$ cat config.mk
export PLATFORM = sky130hd
export DESIGN_NAME = polyphonic_adsr_envelope
export DESIGN_NICKNAME = d
export VERILOG_FILES = /design/src/rtl/pae_pkg.sv /design/src/rtl/pae_ctrl.sv /design/src/rtl/pae_datapath.sv /design/src/rtl/polyphonic_adsr_envelope.sv
export SDC_FILE = /design/constraint.sdc
export NUM_CORES = 1
export LEC_CHECK = 0
export ABC_AREA = 1
export BUFFER_PORTS_ARGS = -buffer_cell sky130_fd_sc_hd__buf_2
export CORE_MARGIN = 3
export CORE_UTILIZATION = 35
export CTS_BUF_LIST = sky130_fd_sc_hd__clkbuf_16
export DETAILED_ROUTE_END_ITERATION = 6
export PLACE_DENSITY = 0.47
export SLEW_MARGIN = 20
export SYNTH_ARGS = -nofsm -noshare
export SYNTH_HDL_FRONTEND = slang
export SYNTH_SLANG_ARGS = --single-unit
$ cat constraint.sdc
create_clock -name i_clk -period 11.95 [get_ports i_clk]
set_input_delay 2.39 -clock i_clk [delete_from_list [all_inputs] [get_ports i_clk]]
set_output_delay 2.39 -clock i_clk [all_outputs]
set_load 0.005 [all_outputs]
$ cat src/rtl/pae_pkg.sv
// Shared types and constants for the polyphonic envelope generator.
package pae_pkg;

    // Input modes
    localparam logic [1:0] MODE_TICK     = 2'd0;
    localparam logic [1:0] MODE_NOTE_ON  = 2'd1;
    localparam logic [1:0] MODE_NOTE_OFF = 2'd2;

    // Configuration register indexes
    localparam logic [2:0] CFG_ATTACK_TARGET = 3'd0;
    localparam logic [2:0] CFG_ATTACK_RATE   = 3'd1;
    localparam logic [2:0] CFG_DECAY_TARGET  = 3'd2;
    localparam logic [2:0] CFG_DECAY_RATE    = 3'd3;
    localparam logic [2:0] CFG_SUSTAIN_RATE  = 3'd4;
    localparam logic [2:0] CFG_RELEASE_RATE  = 3'd5;

    localparam int CFG_IDX_W  = 3;
    localparam int CFG_DATA_W = 16;

    // Largest number of voices reported on a tick
    localparam int MAX_REPORT = 8;

    typedef enum logic [2:0] {
        PH_OFF     = 3'd0,
        PH_ATTACK  = 3'd1,
        PH_DECAY   = 3'd2,
        PH_SUSTAIN = 3'd3,
        PH_RELEASE = 3'd4
    } t_phase;

    typedef struct packed {
        logic [1:0] mode;
        logic [2:0] voice_sel;
    } t_in_beat;

    typedef struct packed {
        logic [2:0] voice_index;
        logic [7:0] level;
        logic [2:0] phase_code;
        logic       granted;
        logic       last;
    } t_out_beat;

    // Controller to datapath
    typedef struct packed {
        logic load;
        logic cnt_inc;
        logic do_tick;
        logic do_alloc;
        logic do_nogrant;
        logic do_off;
    } t_cmd;

    // Datapath to controller
    typedef struct packed {
        logic busy_cur;
        logic cnt_last;
        logic cnt_report;
        logic out_free;
    } t_stat;

endpackage

$ cat src/rtl/pae_ctrl.sv
// Sequencer for the envelope generator: walks the voices for each input beat.
module pae_ctrl (
    input  logic          i_clk,
    input  logic          i_rst_n,
    input  logic          i_in_valid,
    output logic          o_in_stall,
    input  logic [1:0]    i_mode,
    input  pae_pkg::t_stat i_stat,
    output pae_pkg::t_cmd  o_cmd
);
    import pae_pkg::*;

    typedef enum logic [1:0] {
        ST_IDLE,
        ST_TICK,
        ST_ALLOC,
        ST_OFF
    } t_state;

    t_state r_state;
    t_state n_state;

    assign o_in_stall = (r_state != ST_IDLE);

    // Next state and commands
    always_comb begin
        n_state = r_state;
        o_cmd   = '0;
        unique case (r_state)
            ST_IDLE: begin
                if (i_in_valid) begin
                    o_cmd.load = 1'b1;
                    unique case (i_mode)
                        MODE_TICK:     n_state = ST_TICK;
                        MODE_NOTE_ON:  n_state = ST_ALLOC;
                        MODE_NOTE_OFF: n_state = ST_OFF;
                        default:       n_state = ST_IDLE;
                    endcase
                end
            end
            ST_TICK: begin
                // Voices beyond the reported ones step without a result
                if (!i_stat.cnt_report || i_stat.out_free) begin
                    o_cmd.do_tick = 1'b1;
                    if (i_stat.cnt_last) begin
                        n_state = ST_IDLE;
                    end else begin
                        o_cmd.cnt_inc = 1'b1;
                    end
                end
            end
            ST_ALLOC: begin
                if (!i_stat.busy_cur) begin
                    if (i_stat.out_free) begin
                        o_cmd.do_alloc = 1'b1;
                        n_state        = ST_IDLE;
                    end
                end else if (i_stat.cnt_last) begin
                    if (i_stat.out_free) begin
                        o_cmd.do_nogrant = 1'b1;
                        n_state          = ST_IDLE;
                    end
                end else begin
                    o_cmd.cnt_inc = 1'b1;
                end
            end
            ST_OFF: begin
                if (i_stat.out_free) begin
                    o_cmd.do_off = 1'b1;
                    n_state      = ST_IDLE;
                end
            end
            default: n_state = ST_IDLE;
        endcase
    end

    always_ff @(posedge i_clk) begin
        if (!i_rst_n) begin
            r_state <= ST_IDLE;
        end else begin
            r_state <= n_state;
        end
    end

endmodule

$ cat src/rtl/pae_datapath.sv
// Voice state, configuration registers, envelope step logic and output register.
module pae_datapath #(
    parameter int NUM_VOICES = 8
) (
    input  logic                          i_clk,
    input  logic                          i_rst_n,
    input  logic                          i_cfg_wr_en,
    input  logic [pae_pkg::CFG_IDX_W-1:0] i_cfg_index,
    input  logic [pae_pkg::CFG_DATA_W-1:0] i_cfg_wdata,
    input  pae_pkg::t_in_beat             i_in_data,
    input  pae_pkg::t_cmd                 i_cmd,
    output pae_pkg::t_stat                o_stat,
    output logic                          o_out_valid,
    input  logic                          i_out_stall,
    output pae_pkg::t_out_beat            o_out_data
);
    import pae_pkg::*;

    localparam int VW      = (NUM_VOICES > 1) ? $clog2(NUM_VOICES) : 1;
    localparam int NREPORT = (NUM_VOICES < MAX_REPORT) ? NUM_VOICES : MAX_REPORT;

    // Configuration
    logic [7:0]  r_attack_target;
    logic [15:0] r_attack_rate;
    logic [7:0]  r_decay_target;
    logic [15:0] r_decay_rate;
    logic [15:0] r_sustain_rate;
    logic [15:0] r_release_rate;

    // Per-voice state
    t_phase                r_phase [NUM_VOICES];
    logic [7:0]            r_delay [NUM_VOICES];
    logic [7:0]            r_level [NUM_VOICES];
    logic [NUM_VOICES-1:0] r_busy;

    // Current beat
    logic [VW-1:0] r_cnt;
    logic [2:0]    r_sel;
    logic          r_sel_ok;

    logic      r_out_valid;
    t_out_beat r_out;

    // Current voice read
    t_phase     cur_ph;
    logic [7:0] cur_lvl;
    logic [7:0] cur_dc;
    logic       sel_in_range;
    logic       out_free;

    // Step results
    logic [15:0] rate;
    logic [7:0]  step;
    logic [7:0]  dc_inc;
    logic        fire;
    logic [8:0]  sum;
    t_phase      nx_ph;
    logic [7:0]  nx_lvl;
    logic [7:0]  nx_dc;
    logic        nx_free;
    t_phase      off_ph;
    logic        off_chg;
    logic        report_last;

    assign cur_ph       = r_phase[r_cnt];
    assign cur_lvl      = r_level[r_cnt];
    assign cur_dc       = r_delay[r_cnt];
    assign sel_in_range = (32'(i_in_data.voice_sel) < NUM_VOICES);
    assign out_free     = !r_out_valid || !i_out_stall;
    assign report_last  = (32'(r_cnt) == NREPORT - 1);

    assign o_stat.busy_cur   = r_busy[r_cnt];
    assign o_stat.cnt_last   = (r_cnt == VW'(NUM_VOICES - 1));
    assign o_stat.cnt_report = (32'(r_cnt) < NREPORT);
    assign o_stat.out_free   = out_free;

    // One envelope step of the current voice
    always_comb begin
        case (cur_ph)
            PH_ATTACK:  rate = r_attack_rate;
            PH_DECAY:   rate = r_decay_rate;
            PH_SUSTAIN: rate = r_sustain_rate;
            PH_RELEASE: rate = r_release_rate;
            default:    rate = '0;
        endcase
        step    = rate[15:8];
        dc_inc  = cur_dc + 8'd1;
        fire    = (dc_inc >= rate[7:0]);
        sum     = {1'b0, cur_lvl} + {1'b0, step};
        nx_ph   = cur_ph;
        nx_lvl  = cur_lvl;
        nx_dc   = cur_dc;
        nx_free = 1'b0;
        if (cur_ph != PH_OFF) begin
            nx_dc = fire ? 8'd0 : dc_inc;
            if (fire) begin
                case (cur_ph)
                    PH_ATTACK: begin
                        nx_lvl = sum[8] ? 8'hFF : sum[7:0];
                        if (nx_lvl >= r_attack_target) nx_ph = PH_DECAY;
                    end
                    PH_DECAY: begin
                        nx_lvl = (cur_lvl > step) ? cur_lvl - step : 8'd0;
                        if (nx_lvl <= r_decay_target) nx_ph = PH_SUSTAIN;
                    end
                    default: begin
                        // sustain and release fade out the same way
                        if (cur_lvl <= step) begin
                            nx_ph   = PH_OFF;
                            nx_free = (cur_ph == PH_SUSTAIN);
                        end else begin
                            nx_lvl = cur_lvl - step;
                        end
                    end
                endcase
            end
        end
    end

    // Note-off phase change
    always_comb begin
        off_chg = (cur_ph == PH_ATTACK) || (cur_ph == PH_DECAY) || (cur_ph == PH_SUSTAIN);
        off_ph  = off_chg ? PH_RELEASE : cur_ph;
    end

    // Configuration writes
    always_ff @(posedge i_clk) begin
        if (!i_rst_n) begin
            r_attack_target <= 8'd128;
            r_attack_rate   <= 16'h8000;
            r_decay_target  <= 8'd128;
            r_decay_rate    <= 16'h0100;
            r_sustain_rate  <= 16'h00FF;
            r_release_rate  <= 16'h8000;
        end else if (i_cfg_wr_en) begin
            case (i_cfg_index)
                CFG_ATTACK_TARGET: r_attack_target <= i_cfg_wdata[7:0];
                CFG_ATTACK_RATE:   r_attack_rate   <= i_cfg_wdata;
                CFG_DECAY_TARGET:  r_decay_target  <= i_cfg_wdata[7:0];
                CFG_DECAY_RATE:    r_decay_rate    <= i_cfg_wdata;
                CFG_SUSTAIN_RATE:  r_sustain_rate  <= i_cfg_wdata;
                CFG_RELEASE_RATE:  r_release_rate  <= i_cfg_wdata;
                default: ;
            endcase
        end
    end

    // Beat capture and voice counter; a note-off points the counter at its voice
    always_ff @(posedge i_clk) begin
        if (!i_rst_n) begin
            r_cnt <= '0;
        end else if (i_cmd.load) begin
            r_sel    <= i_in_data.voice_sel;
            r_sel_ok <= sel_in_range;
            if (i_in_data.mode == MODE_NOTE_OFF && sel_in_range) begin
                r_cnt <= VW'(i_in_data.voice_sel);
            end else begin
                r_cnt <= '0;
            end
        end else if (i_cmd.cnt_inc) begin
            r_cnt <= r_cnt + VW'(1);
        end
    end

    // Voice state updates
    always_ff @(posedge i_clk) begin
        if (!i_rst_n) begin
            for (int v = 0; v < NUM_VOICES; v++) begin
                r_phase[v] <= PH_OFF;
                r_delay[v] <= '0;
                r_level[v] <= '0;
            end
            r_busy <= '0;
        end else begin
            if (i_cmd.do_tick) begin
                r_phase[r_cnt] <= nx_ph;
                r_delay[r_cnt] <= nx_dc;
                r_level[r_cnt] <= nx_lvl;
                if (nx_free) r_busy[r_cnt] <= 1'b0;
            end
            if (i_cmd.do_alloc) begin
                r_phase[r_cnt] <= PH_ATTACK;
                r_delay[r_cnt] <= '0;
                r_level[r_cnt] <= '0;
                r_busy[r_cnt]  <= 1'b1;
            end
            if (i_cmd.do_off && r_sel_ok) begin
                r_phase[r_cnt] <= off_ph;
                if (off_chg) r_delay[r_cnt] <= '0;
                r_busy[r_cnt] <= 1'b0;
            end
        end
    end

    // Output register
    always_ff @(posedge i_clk) begin
        if (!i_rst_n) begin
            r_out_valid <= 1'b0;
        end else if ((i_cmd.do_tick && o_stat.cnt_report) || i_cmd.do_alloc ||
                     i_cmd.do_nogrant || i_cmd.do_off) begin
            r_out_valid <= 1'b1;
        end else if (!i_out_stall) begin
            r_out_valid <= 1'b0;
        end
    end

    always_ff @(posedge i_clk) begin
        if (i_cmd.do_tick && o_stat.cnt_report) begin
            r_out.voice_index <= 3'(r_cnt);
            r_out.level       <= nx_lvl;
            r_out.phase_code  <= nx_ph;
            r_out.granted     <= 1'b0;
            r_out.last        <= report_last;
        end else if (i_cmd.do_alloc) begin
            r_out.voice_index <= 3'(r_cnt);
            r_out.level       <= '0;
            r_out.phase_code  <= PH_ATTACK;
            r_out.granted     <= 1'b1;
            r_out.last        <= 1'b1;
        end else if (i_cmd.do_nogrant) begin
            r_out.voice_index <= '0;
            r_out.level       <= '0;
            r_out.phase_code  <= PH_OFF;
            r_out.granted     <= 1'b0;
            r_out.last        <= 1'b1;
        end else if (i_cmd.do_off) begin
            r_out.voice_index <= r_sel;
            r_out.level       <= r_sel_ok ? cur_lvl : 8'd0;
            r_out.phase_code  <= r_sel_ok ? off_ph : PH_OFF;
            r_out.granted     <= 1'b0;
            r_out.last        <= 1'b1;
        end
    end

    assign o_out_valid = r_out_valid;
    assign o_out_data  = r_out;

endmodule

$ cat src/rtl/polyphonic_adsr_envelope.sv
// Top level of the polyphonic ADSR envelope generator with voice allocation.
// One beat in is a tick, a note-on or a note-off. Once the beat is taken,
// one voice of the register file is visited per cycle through its single
// read/write port while the output register can take a result. A tick
// steps all NUM_VOICES voices and returns one beat per voice for the
// first min(NUM_VOICES, 8); a note-on scans voices from 0 up to the first
// free one and a note-off goes straight to its voice, each returning a
// single beat. The input stalls while a beat is being worked on; a result
// waiting in the output register does not stop the next beat from being
// taken. All voice state is cleared at reset, with no clearing pass.
module polyphonic_adsr_envelope #(
    parameter int NUM_VOICES = 8
) (
    input  logic                           i_clk,
    input  logic                           i_rst_n,
    input  logic                           i_cfg_wr_en,
    input  logic [pae_pkg::CFG_IDX_W-1:0]  i_cfg_index,
    input  logic [pae_pkg::CFG_DATA_W-1:0] i_cfg_wdata,
    input  logic                           i_in_valid,
    output logic                           o_in_stall,
    input  pae_pkg::t_in_beat              i_in_data,
    output logic                           o_out_valid,
    input  logic                           i_out_stall,
    output pae_pkg::t_out_beat             o_out_data
);
    import pae_pkg::*;

    t_cmd  cmd;
    t_stat stat;

    pae_ctrl u_ctrl (
        .i_clk      (i_clk),
        .i_rst_n    (i_rst_n),
        .i_in_valid (i_in_valid),
        .o_in_stall (o_in_stall),
        .i_mode     (i_in_data.mode),
        .i_stat     (stat),
        .o_cmd      (cmd)
    );

    pae_datapath #(
        .NUM_VOICES (NUM_VOICES)
    ) u_datapath (
        .i_clk       (i_clk),
        .i_rst_n     (i_rst_n),
        .i_cfg_wr_en (i_cfg_wr_en),
        .i_cfg_index (i_cfg_index),
        .i_cfg_wdata (i_cfg_wdata),
        .i_in_data   (i_in_data),
        .i_cmd       (cmd),
        .o_stat      (stat),
        .o_out_valid (o_out_valid),
        .i_out_stall (i_out_stall),
        .o_out_data  (o_out_data)
    );

endmodule
Yosys cells after proc, flatten, opt, wreduce, memory -nomap -nowiden. Memory sizes are Yosys's and may differ from the RTL's. A register that Yosys moved wholly into a read port is not among the register bits. Cells that the tools add are included.

Add/subtract/negate cells: 4. Multiply operators: 0. Div/mod/pow operators: 0. $lt $le $gt $ge: 7. Equal/unequal tests: 20. Shift operators: 0. Mux-type cells: 94. Bitwise gates (word level): 9. Reductions and logical operators: 29.

Operator list (number): 8-bit two-way mux (18); 16-bit two-way mux (4); 16-bit one-hot mux with 4 select lines (1); 3-bit two-way mux (21); 1-bit two-way mux (35); 8-bit bitwise AND (2); 8-bit >= comparator (2); 8-bit less-or-equal comparator (2); 2-bit two-way mux (8); 8-bit one-hot mux with 2 select lines (1); 8-bit OR reduction (2); 2-bit AND reduction (7); 3-bit by 2-bit equality test with 1-bit output (second input constant) (4); 3-bit equality test (second input constant) (4); 8-bit by 8-bit adder with 9-bit output (1); 8-bit by 1-bit adder with 8-bit output (second input constant) (1); 8-bit > comparator (1); 8-bit inverter (1); 8-bit bitwise OR (1); 2-bit one-hot mux with 4 select lines (1); 8-bit subtractor (1); 2-bit equality test (second input constant) (3); 3-bit by 1-bit equality test with 1-bit output (second input constant) (2); 1-bit logical OR (6); other kinds (23) (34).

Register bits: 113. Bits in latches: 0. RAM bits: 152. Bits in read-only memories: 0. Input bits: 29. Output and inout port bits: 18. Logic and storage cells: 182. Memories kept: 3.

Memories: u_datapath.r_delay (depth 8, bits a word 8, rd ports 1, clocked after Yosys merged registers in 1, write ports 8, line pae_datapath.sv:32) `logic [7:0] r_delay [NUM_VOICES];`; u_datapath.r_level (depth 8, bits a word 8, rd ports 1, clocked after Yosys merged registers in 1, write ports 8, line pae_datapath.sv:33) `logic [7:0] r_level [NUM_VOICES];`; u_datapath.r_phase (depth 8, bits a word 3, rd ports 1, clocked after Yosys merged registers in 1, write ports 8, line pae_datapath.sv:31) `t_phase r_phase [NUM_VOICES];`.

Logic depth before layout (Yosys ltp).
Depth after elaboration: 15. Gate-level depth with buffers: 37. Gate-level depth less buffers: 34.

Hierarchy. From an unflattened synthesis, not the netlist that was laid out.

Cell total of the unflattened synthesis: 1748. Area, all modules: 14169.8 um^2.

By module, submodules not included: pae_datapath (times used 1, cells an instance 1700, area an instance 13860.8 um^2); pae_ctrl (times used 1, cells an instance 48, area an instance 309.0 um^2).

Worst setup path before layout. OpenSTA, ideal clock, no wires.

Path type: flip-flop to flip-flop. Start: register (tool-made name). End: memory u_datapath.r_phase[0][1] (netlist name) (data pin). Library setup time: 262 ps. Arrival: 3885 ps. Required time: 11688 ps. Slack: 7803 ps. Cell stages (with the launch flop): 33. Clock period less this slack: 4147 ps. Cell sequence: dfxtp_1 -> buf_6 -> inv_4 -> buf_6 -> nand2_1 -> nand3_1 -> nand2_1 -> nand2_1 -> nand2_1 -> nand3_2 -> inv_1 -> buf_2 -> a22oi_1 -> nand2_1 -> ha_1 -> inv_1 -> fa_1 -> o31ai_1 -> nand4_1 -> nand2_1 -> nor2_1 -> inv_1 -> ha_1 -> a21oi_1 -> nor2_1 -> nor3_1 -> nand2_1 -> nor2_1 -> nand2_1 -> nand3_1 -> nand2_1 -> nand2_2 -> a21oi_1.

RTL lines (line): end: declaration (pae_datapath.sv:31).

==> results by group <==
Outcome
  – Status: completed

GRT
  – Grt ovf: 0
  – Grt peak-use layer: met2
  – Pin count of the biggest net entering global routing: 75
  – GRT met2 Usage: 31.1%
  – Initial antenna violation count: 0
  – GRT met3 Usage: 2.36%
  – Vias in the first global route: 11300
  – First-pass GRT wire length: 65800 µm
  – Met1 Resource Use GR: 27.9%
  – GRT Util Overall: 19.3%

Cells and area
  – Commonest non-fill, non-tap cell in the layout: nor2_1
  – Area delta synth->final: 10.6%
  – Ant. Diodes: 0
  – Fillers: 4103
  – Fraction of layout cells with a size suffix above 1: 9.94%
  – Most frequent cells in the layout: nor2_1 (370), nand2_1 (320), inv_1 (177)
  – Final Net Count: 1847
  – Design area: 0.0157 mm²
  – Multi-input gate area in the final layout: 0.00602 mm²
  – Seq. cell area: 0.00707 mm²
  – Final core occ: 39.4%

Setup path
  – Max Fanout on Critical Path: 74
  – Startpoint Class: register
  – Kind of critical path: register to register
  – Worst EP required: 12250 ps
  – Crit. End Element: register
  – Endpoint of the worst register-to-register path: u_datapath.r_phase[3][1]$_SDFFCE_PN0P_
  – CP endpoint: u_datapath.r_phase[3][1]$_SDFFCE_PN0P_
  – R2r setup slk: 5620 ps
  – Arrival time at the worst endpoint: 6630 ps
  – Most used cell, CP: nand2_1
  – Slowest CP cell: inv_1
  – Worst path max stage delay: 750 ps
  – R2R cell count: 31

Yosys
  – Netlist cell types: 51
  – Mux cell area share after synthesis: 0%
  – Net Count, Synth: 1825
  – Simple-Gate Fraction of Synth Area: 25.0%
  – Adder-cell share of the synthesized area: 4.68%
  – Mapped cell area: 0.0142 mm²
  – Post-synthesis register bit count: 268
  – Mapped Avg Cell Area: 8.16 µm²
  – Synth Warn #: 0
  – Largest family of logic cells by synthesized area: simple AND/OR/NAND/NOR gates
  – Xor/xnor share of the synthesized area: 0.431%
  – Post-synthesis compound-gate area fraction: 12.2%
  – Cells after synthesis: 1744
  – Post-synthesis sequential area ratio: 49.7%

STA
  – Fin crit share: 53.0%
  – Hold Vio Cnt, Final: 0
  – Worst setup margin: 5620 ps
  – Clock skew: 10.5 ps
  – Final setup TNS: 0 ps
  – RSZ-0062 raised after global routing: no
  – Final Critical Period: 6330 ps
  – Max-slew headroom: 37.7%
  – Max Freq: 158 MHz
  – Setup violations, final: 0
  – Final-report max-slew violation count: 0
  – Worst-Margin Slew: 933 ps

CTS
  – CTS tree: built
  – Clk pin slew, worst setup/hold paths: 60 ps
  – CTS Buffer Depth: 3
  – H-tree level count: 1
  – Latest clock arrival within the worst-skew pair: 570 ps
  – CTS root buf: clkbuf_16
  – Setup bufs post-CTS: 0
  – Hold_buf cts: 0
  – TritonCTS Buffers: 30
  – Clock sinks: 268
  – Post_cts resized: 0

Floorplan
  – Die Footprint: 0.0431 mm²
  – Die outline height: 208 µm
  – I/O Pins: 47
  – Die Wd: 208 µm
  – Initial Util: 35.6%
  – CORE AREA: 0.0399 mm²
  – Cell row count: 73

Placed design
  – HPWL after DPL: 30500 µm
  – IO buf count: 46
  – Dpl ws: 5740 ps
  – Placed cell areas: 0.0148 mm²
  – RePlAce Congestion: 0.899

Power and ir drop
  – Pwr per Cell Area: 237 mW/mm²
  – Max VDD drop: 0.000118 V
  – Power, Total: 3720 µW
  – P_leak: 0.00670 µW

Drt
  – First-pass DRT Iterations: 5
  – DRT antenna net count: 0
  – WL per Instance: 18.2 µm
  – Vias: 11600
  – Post-DR vias/cell: 5.01
  – # DRC: 0
  – Final wirelength: 42100 µm
  – DRT iter0 DRCs: 823

Min path
  – Worst hold path type: register to register

Run
  – Max-Cap Viols: 0
-- worst max-delay path, delay by kind of cell, from the launching register on --
kind | cells | cell delay (ps)
AO/OA/AOI/OAI | 4 | 700
adder cells (fa/ha/maj) | 2 | 730
buffers and inverters | 6 | 1760
flip-flops | 1 | 310
AND/OR/NAND/NOR | 19 | 2470
-- cells in the mapped netlist (all sizes together) --
| library cell | n | area (µm²) |
|---|---|---|
| nor2 | 377 | 1450 |
| nand2 | 355 | 1460 |
| inv | 188 | 711 |
| o21ai | 176 | 915 |
| edfxtp | 170 | 5100 |
| dfxtp | 98 | 1960 |
| nand3 | 93 | 505 |
| a21oi | 80 | 415 |
| ha | 50 | 626 |
| buf | 36 | 302 |
| clkbuf | 30 | 114 |
| o22ai | 20 | 125 |
| nand4 | 11 | 68.8 |
| a22oi | 10 | 80.1 |
| a31oi | 8 | 50.1 |
| a221oi | 7 | 61.3 |
| nor3 | 7 | 35.0 |
| xor2 | 7 | 61.3 |
| o211ai | 4 | 35.0 |
| clkinv | 3 | 12.5 |
| or2 | 3 | 18.8 |
| fa | 2 | 40.0 |
| a211oi | 1 | 7.51 |
| a21boi | 1 | 7.51 |
| a21o | 1 | 7.51 |
| and2 | 1 | 6.26 |
| nand2b | 1 | 6.26 |
| o2111ai | 1 | 8.76 |
| o21a | 1 | 7.51 |
| o21bai | 1 | 7.51 |
| o31ai | 1 | 7.51 |
-- per-layer routing --
| layer | vias up | part of all wire (%) |
|---|---|---|
| li1 | 5780 | - |
| met1 | 5505 | 49 |
| met2 | 261 | 45 |
| met3 | 51 | 4.1 |
| met4 | 0 | 2.0 |
| met5 | - | 0 |
-- state kept, by name, summed over array words and instances, names as in the netlist, named ones only --
| register | flops |
|---|---|
| u_datapath.r_release_rate | 16 |
| u_datapath.r_attack_rate | 16 |
| u_datapath.r_busy | 8 |
| u_datapath.r_decay_rate | 16 |
| u_datapath.r_cnt | 3 |
| u_datapath.r_level | 64 |
| u_ctrl.r_state | 2 |
| u_datapath.r_sel | 3 |
| u_datapath.o_out_data | 16 |
| u_datapath.r_sustain_rate | 16 |
| u_datapath.r_decay_target | 8 |
| u_datapath.r_phase | 24 |
| u_datapath.r_attack_target | 8 |
| u_datapath.o_out_valid | 1 |
| u_datapath.r_delay | 64 |
-- area by class of cell --
cell class | count | area share (%)
Tap cell | 525 | 4.18
Timing Repair Buffer | 56 | 1.96
Sequential cell | 268 | 44.9
Multi-Input combinational cell | 1219 | 38.3
Inverter | 191 | 4.60
Clock buffer | 31 | 4.93
Clock inverter | 25 | 1.15
-- power by group --
part           total [µW]  switching (µW)  internal [µW]  leakage, µW
Clock                 910             381            529     0.000495
Combinational        1700            1240            462      0.00366
Sequential           1110            31.2           1080      0.00254
Total                3720            1650           2070      0.00670
-- logic make-up after synthesis --
| family | after synthesis |
|---|---|
| compound gates | 312 |
| xor+xnor | 7 |
| fa+ha+maj | 52 |
| buf+inv | 257 |
| flops | 268 |
| simple gates | 848 |
-- per-stage QoR --
step / hold WS (ps) / instances
after global routing: 475 / 2315
after CTS: 458 / 2315
after floorplan: 425 / 1744
after global placement: 439 / 2259
after detailed placement: 446 / 2259
final: 451 / 2315
-- worst min-delay path by stage --
stage                                                     startpoint                                    endpoint  slack, ps  depth (start not counted)
after floorplan              u_datapath.r_decay_rate[1]$_SDFFE_PN0P_     u_datapath.r_decay_rate[1]$_SDFFE_PN0P_        420                          2
after global placement     u_datapath.r_sustain_rate[2]$_SDFFE_PN1P_   u_datapath.r_sustain_rate[2]$_SDFFE_PN1P_        440                          2
after detailed placement   u_datapath.r_sustain_rate[2]$_SDFFE_PN1P_   u_datapath.r_sustain_rate[2]$_SDFFE_PN1P_        450                          2
after CTS                 u_datapath.r_sustain_rate[10]$_SDFFE_PN0P_  u_datapath.r_sustain_rate[10]$_SDFFE_PN0P_        460                          2
after global routing      u_datapath.r_sustain_rate[10]$_SDFFE_PN0P_  u_datapath.r_sustain_rate[10]$_SDFFE_PN0P_        470                          2
final                        u_datapath.r_decay_rate[2]$_SDFFE_PN0P_     u_datapath.r_decay_rate[2]$_SDFFE_PN0P_        450                          2
No activity file was read; power rests on OpenSTA's default activity.
